### config.mk
export PLATFORM = sky130hd
export DESIGN_NAME = sgi_mul
export DESIGN_NICKNAME = d
export VERILOG_FILES = /design/src/design/sgi_pkg.sv /design/src/design/sgi_mul.sv
export SDC_FILE = /design/constraint.sdc
export NUM_CORES = 2
export LEC_CHECK = 0
export BUFFER_PORTS_ARGS = -buffer_cell sky130_fd_sc_hd__buf_2
export CORE_MARGIN = 3
export CORE_UTILIZATION = 45
export DETAILED_ROUTE_END_ITERATION = 7
export GPL_ROUTABILITY_DRIVEN = 0
export SLEW_MARGIN = 10
export SYNTH_ARGS = -nofsm -noshare
export SYNTH_HDL_FRONTEND = slang
export SYNTH_SLANG_ARGS = --single-unit
### constraint.sdc
create_clock -name clk -period 8.3 [get_ports clk]
set_input_delay 1.245 -clock clk [delete_from_list [all_inputs] [get_ports clk]]
set_output_delay 1.245 -clock clk [all_outputs]
set_load 0.01 [all_outputs]
### src/design/sgi_pkg.sv
// Package: shared widths and payload types for the segment intersection block.
`default_nettype none
package sgi_pkg;

  localparam int COORD_BITS = 16;
  localparam int CROSS_BITS = 24;
  localparam int DIFF_W     = COORD_BITS + 1;
  localparam int PROD_W     = 2 * COORD_BITS + 2;
  localparam int DEN_W      = 2 * COORD_BITS + 1;

  typedef struct packed {
    logic signed [COORD_BITS-1:0] first_start_x;
    logic signed [COORD_BITS-1:0] first_start_y;
    logic signed [COORD_BITS-1:0] first_end_x;
    logic signed [COORD_BITS-1:0] first_end_y;
    logic signed [COORD_BITS-1:0] second_start_x;
    logic signed [COORD_BITS-1:0] second_start_y;
    logic signed [COORD_BITS-1:0] second_end_x;
    logic signed [COORD_BITS-1:0] second_end_y;
  } sgi_in_t;

  typedef struct packed {
    logic                         hit;
    logic signed [CROSS_BITS-1:0] cross_x;
    logic signed [CROSS_BITS-1:0] cross_y;
  } sgi_out_t;

  // per-item control that travels with the data
  typedef struct packed {
    logic hit;
    logic neg_x;
    logic neg_y;
  } sgi_ctl_t;

endpackage
`default_nettype wire

### src/design/sgi_mul.sv
// Two-stage split multiplier: ratio numerator times direction magnitude.
`default_nettype none
module sgi_mul #(
  parameter int EXTRA_FRAC_BITS = 8
) (
  input  logic                                  clk,
  input  logic                                  rst_n,
  input  logic                                  in_valid,
  output logic                                  in_ready,
  input  sgi_pkg::sgi_ctl_t                     in_ctl,
  input  logic [sgi_pkg::DEN_W-1:0]             in_num,
  input  logic [sgi_pkg::DEN_W-1:0]             in_den,
  input  logic [sgi_pkg::COORD_BITS-1:0]        in_mag_x,
  input  logic [sgi_pkg::COORD_BITS-1:0]        in_mag_y,
  input  logic signed [sgi_pkg::COORD_BITS-1:0] in_start_x,
  input  logic signed [sgi_pkg::COORD_BITS-1:0] in_start_y,
  output logic                                  out_valid,
  input  logic                                  out_ready,
  output sgi_pkg::sgi_ctl_t                     out_ctl,
  output logic [sgi_pkg::DEN_W+sgi_pkg::COORD_BITS+EXTRA_FRAC_BITS-1:0] out_prod_x,
  output logic [sgi_pkg::DEN_W+sgi_pkg::COORD_BITS+EXTRA_FRAC_BITS-1:0] out_prod_y,
  output logic [sgi_pkg::DEN_W-1:0]             out_den,
  output logic signed [sgi_pkg::COORD_BITS-1:0] out_start_x,
  output logic signed [sgi_pkg::COORD_BITS-1:0] out_start_y
);
  import sgi_pkg::*;

  localparam int LO_W = DEN_W / 2;
  localparam int HI_W = DEN_W - LO_W;
  localparam int PW   = DEN_W + COORD_BITS;
  localparam int MW   = PW + EXTRA_FRAC_BITS;

  logic va_r, vb_r, rdya, rdyb;
  assign rdyb     = !vb_r || out_ready;
  assign rdya     = !va_r || rdyb;
  assign in_ready = rdya;

  logic [LO_W+COORD_BITS-1:0] plx_r, ply_r;
  logic [HI_W+COORD_BITS-1:0] phx_r, phy_r;
  sgi_ctl_t ctla_r;
  logic [DEN_W-1:0] dena_r;
  logic signed [COORD_BITS-1:0] stxa_r, stya_r;

  always_ff @(posedge clk) begin
    if (rdya) begin
      plx_r  <= (LO_W+COORD_BITS)'(in_num[LO_W-1:0]) * (LO_W+COORD_BITS)'(in_mag_x);
      ply_r  <= (LO_W+COORD_BITS)'(in_num[LO_W-1:0]) * (LO_W+COORD_BITS)'(in_mag_y);
      phx_r  <= (HI_W+COORD_BITS)'(in_num[DEN_W-1:LO_W]) * (HI_W+COORD_BITS)'(in_mag_x);
      phy_r  <= (HI_W+COORD_BITS)'(in_num[DEN_W-1:LO_W]) * (HI_W+COORD_BITS)'(in_mag_y);
      ctla_r <= in_ctl;
      dena_r <= in_den;
      stxa_r <= in_start_x;
      stya_r <= in_start_y;
    end
  end

  logic [PW-1:0] sumx, sumy;
  always_comb begin
    sumx = PW'(plx_r) + (PW'(phx_r) << LO_W);
    sumy = PW'(ply_r) + (PW'(phy_r) << LO_W);
  end

  always_ff @(posedge clk) begin
    if (rdyb) begin
      out_prod_x  <= MW'(sumx) << EXTRA_FRAC_BITS;
      out_prod_y  <= MW'(sumy) << EXTRA_FRAC_BITS;
      out_ctl     <= ctla_r;
      out_den     <= dena_r;
      out_start_x <= stxa_r;
      out_start_y <= stya_r;
    end
  end

  always_ff @(posedge clk) begin
    if (!rst_n) begin
      va_r <= 1'b0;
      vb_r <= 1'b0;
    end else begin
      if (rdya) va_r <= in_valid;
      if (rdyb) vb_r <= va_r;
    end
  end

  assign out_valid = vb_r;

endmodule
`default_nettype wire

== After elaboration in Yosys (flattened, before gate mapping) ==
Index checks and enable logic that the tools add are counted.
Operators by class
  $add $sub $neg: 2
  multiply operators: 4
  reductions and logical operators: 4
Operator list (count)
  $add 32x49->49: 2
  $mul 17x16->33: 2
  $mul 16x16->32: 2
  $logic_not 1->1: 2
  $logic_or 1x1->1: 2
Word-level totals
  register bits: 366
  bits of input ports: 137
  output and inout bits: 184
  logic and storage cells: 30

== Logic depth before layout (Yosys ltp) ==
  depth after elaboration: 3
  mapped depth: 22
  gate-level depth less buffers: 21

== Worst setup path after synthesis ==
Ideal clock, no wire load.
  path type: input -> output
  from: input port out_ready
  to: output port in_ready
  data arrival time: 5521 ps
  required time: 7055 ps
  path slack: 1534 ps
  stages on the path: 2
  buffers on the path: 0
  cell sequence: nor2b_1 -> nand2_1
Between the ends
  word-level cells in the longest chain between the ends: 2
RTL lines
  start, declared: RTL line sgi_mul.sv:18  | input logic out_ready,
  $logic_or 1x1->1: RTL line sgi_mul.sv:34  | assign rdyb = !vb_r || out_ready;
  $logic_or 1x1->1: RTL line sgi_mul.sv:35  | assign rdya = !va_r || rdyb;
  end, declared: RTL line sgi_mul.sv:9  | output logic in_ready,
Every way passes these cells.

== Worst setup path in the final report ==
  from: input port in_num[25] in the netlist's numbering
  to: register phy_r[30] (data pin)
Between the ends
  word-level cells in the longest chain between the ends: 1
RTL lines
  start, declared: RTL line sgi_mul.sv:11  | input logic [sgi_pkg::DEN_W-1:0] in_num,
  $mul 17x16->33: RTL line sgi_mul.sv:49  | phy_r <= (HI_W+COORD_BITS)'(in_num[DEN_W-1:LO_W]) * (HI_W+COORD_BITS)'(in_mag_y);
  end signal, assigned: RTL line sgi_mul.sv:49
  end, declared: RTL line sgi_mul.sv:39  | logic [HI_W+COORD_BITS-1:0] phx_r, phy_r;
Every way passes these cells.
A chain may end at the register's enable or synchronous reset.

==> results.json <==
{
  "status": "complete, no violations",
  "finalCriticalPeriod_ns": 6.95,
  "synth_adder_area_share_pct": 44.8,
  "antenna_left": 0,
  "worstSetupEndpointType": "flip-flop",
  "ys_types": 80,
  "cts_resized": 0,
  "worst_hold_slack_ns": 0.416,
  "critPathSlowestCell": "fa_1",
  "cts_tree": "done",
  "mostFrequentLayoutCells": "inv_1, fa_1, nand2_1",
  "synth_xor_area_share_pct": 2.87,
  "synthTopCellsByArea": "fa_1, edfxtp_1, ha_1",
  "grt_pass1_vias": 35328,
  "drt_wl_total_um": 120000,
  "die-area_um2": 112000,
  "synthMuxAreaShare_pct": 0.0618,
  "setup_violations": 0,
  "cp.arrival_ns": 7.28,
  "firstDrtPassIters": 5,
  "grtUsageTotal_pct": 22.0,
  "post_cts.repair.setup_buffers": 0,
  "grt_pass1_wl_um": 195000,
  "nNetsFinal": 6382,
  "cp_max_fo": 19,
  "synthToLayoutAreaGrowth_pct": 8.48,
  "syn_area_um2": 48600,
  "tightest_slew_ns": 1.13,
  "detail_route.wl_per_cell_um": 18.7,
  "yosysWarnings": 0,
  "synth-compound-area-share_pct": 6.07,
  "yosys.area.top_type": "fa_1",
  "synth-seq-cells": 366,
  "crit_type": "in2reg",
  "cts.clk_slew.worst_paths_ns": 0.06,
  "path_cells": "buf_2 -> buf_4 -> nand2_1 -> fa_1 -> fa_1 -> fa_1 -> inv_1 -> fa_1 -> fa_1 -> inv_1 -> fa_1 -> inv_1 -> ha_1 -> nand2_1 -> o22ai_1 -> a21oi_1 -> a21oi_1 -> a31o_2 -> a21oi_1 -> o311ai_0",
  "slew_viol_final": 0,
  "synthSimpleGateAreaFrac_pct": 14.6,
  "synth-main-ff-cell": "edfxtp_1",
  "avgSynthCellArea_um2": 10.1,
  "crit_path_start_kind": "input port",
  "worstSkewPairLatency_ns": 0.64,
  "post-synth-top-area-fraction_pct": 33.2,
  "cts_sinks": 366,
  "drtIter0Drc": 1706,
  "async_flop_share_pct": 0,
  "grt_max_degree": 113,
  "synth_top_family_by_area": "adder cells",
  "die_w_um": 335,
  "ctsHoldBuffers": 0,
  "finalClockSkew_ns": 0.0534,
  "syn-instance-count": 4819,
  "via_per_inst": 5.18,
  "fmax_ghz": 0.144,
  "rows": 119,
  "synth_enable_flop_cells": 364,
  "start_util_pct": 45.8,
  "clockRootBuffer": "clkbuf_16",
  "layout_commonest_cell": "inv_1",
  "via_count": 33209,
  "fillers": 9865,
  "ios": 321,
  "hold_viol": 0,
  "setup_tns_ns": 0,
  "die_h_um": 335,
  "hpwl_um": 90600,
  "critPathMaxStageDelay_ns": 0.55,
  "cts-htree-levels": 2,
  "clk_path_buf_depth": 3,
  "grt_overflow": 0,
  "antenna_found_initial": 5,
  "drive_gt1_share_pct": 8.78,
  "coreArea_um2": 106000,
  "maxCapViolCount": 0,
  "cp_common_cell": "fa_1",
  "fin_crit_sh_pct": 83.8,
  "yosysSeqAreaShare_pct": 22.6,
  "drc": 0,
  "io_buffers": 304,
  "rsz0062_at_grt": "false",
  "hold_class": "reg2reg",
  "cp_data_required_time_ns": 8.63,
  "cts_buffers": 43,
  "slew_headroom_pct": 24.7
}
## registers in the layout, indices dropped and copies added (netlist names)
register,cells
out_prod_x,49
out_prod_y,49
dena_r,33
out_den,33
phx_r,33
phy_r,33
plx_r,32
ply_r,32
out_start_x,16
out_start_y,16
stxa_r,16
stya_r,16
ctla_r,3
out_ctl,3
out_valid,1
va_r,1
## synthesized netlist by cell type (4+ instances only)
cell and number:
a211o_1 9, a211oi_1 21, a21o_1 72, a21oi_1 125, a311oi_1 6, a31o_2 5
a31oi_1 12, a41oi_1 5, and2_1 501, and3_1 22, buf_4 16, clkbuf_1 224
edfxtp_1 364, fa_1 806, ha_1 450, inv_1 905, nand2_1 658, nand2b_1 18
nand3_1 42, nand4_1 28, nor2_1 94, nor2b_1 21, nor3_1 27, nor3b_1 7
o211ai_1 8, o21a_1 25, o21ai_0 70, o21ai_1 7, o21bai_1 17, o31ai_1 8
or2_2 5, or3_1 4, xnor2_1 89, xor2_1 70
## layout make-up
class / count / area [um^2] / area share [%]
antenna: 3 / 7.51 / 0.0142
clock buffer: 51 / 1110 / 2.10
clock inverter: 28 / 273 / 0.517
inverter: 905 / 3400 / 6.45
multi-input combinational: 3321 / 33300 / 63.2
sequential: 366 / 11000 / 20.8
tap: 1391 / 1740 / 3.30
timing repair buffer: 352 / 1890 / 3.59
## worst paths after layout
| check | cells past startpoint | from | slack (ns) | end |
|---|---|---|---|---|
| max | 20 | in_num[25] | 1.35 | phy_r[30] |
| min | 0 | stxa_r[5] | 0.42 | out_start_x[5] |
| max reg2reg | 10 | plx_r[16] | 5.16 | out_prod_x[42] |
| min reg2reg | 0 | stxa_r[5] | 0.42 | out_start_x[5] |
## metal layers
layer  GRT usage [%]  share of wire (%)  routed length (um)
met1            30.7                 45               53900
met2            36.0                 46               55600
met3            4.06                6.5                7800
met4            5.09                2.1                2480
met5               0              0.023                  27
## through the flow
step / instance area (um^2) / setup slack [ns] / cells / utilization [%]
after floorplan: 48700 / 1.53 / 4834 / -
after global placement: 51300 / 0.808 / 6335 / 48.4
after detailed placement: 51300 / 0.772 / 6335 / 48.4
after CTS: 52700 / 1.43 / 6414 / 49.7
after global routing: 52700 / 1.06 / 6415 / 49.7
final: 52700 / 1.35 / 6417 / 49.7
## cells by family after synthesis
group | after synthesis
simple gates | 1445
fa+ha+maj | 1256
buf+inv | 1147
compound gates | 442
flops | 366
xor+xnor | 159
mux | 3
other cells | 1
## worst max-delay path: cells and delay by family
family / cells / cell delay [ns]
compound gates: 6 / 1.48
fa+ha+maj: 7 / 3.43
simple gates: 2 / 0.22
buf+inv: 5 / 0.88
Power is not shown: default switching activity piles up to over one toggle a cycle in this logic, so the estimate is an artifact.
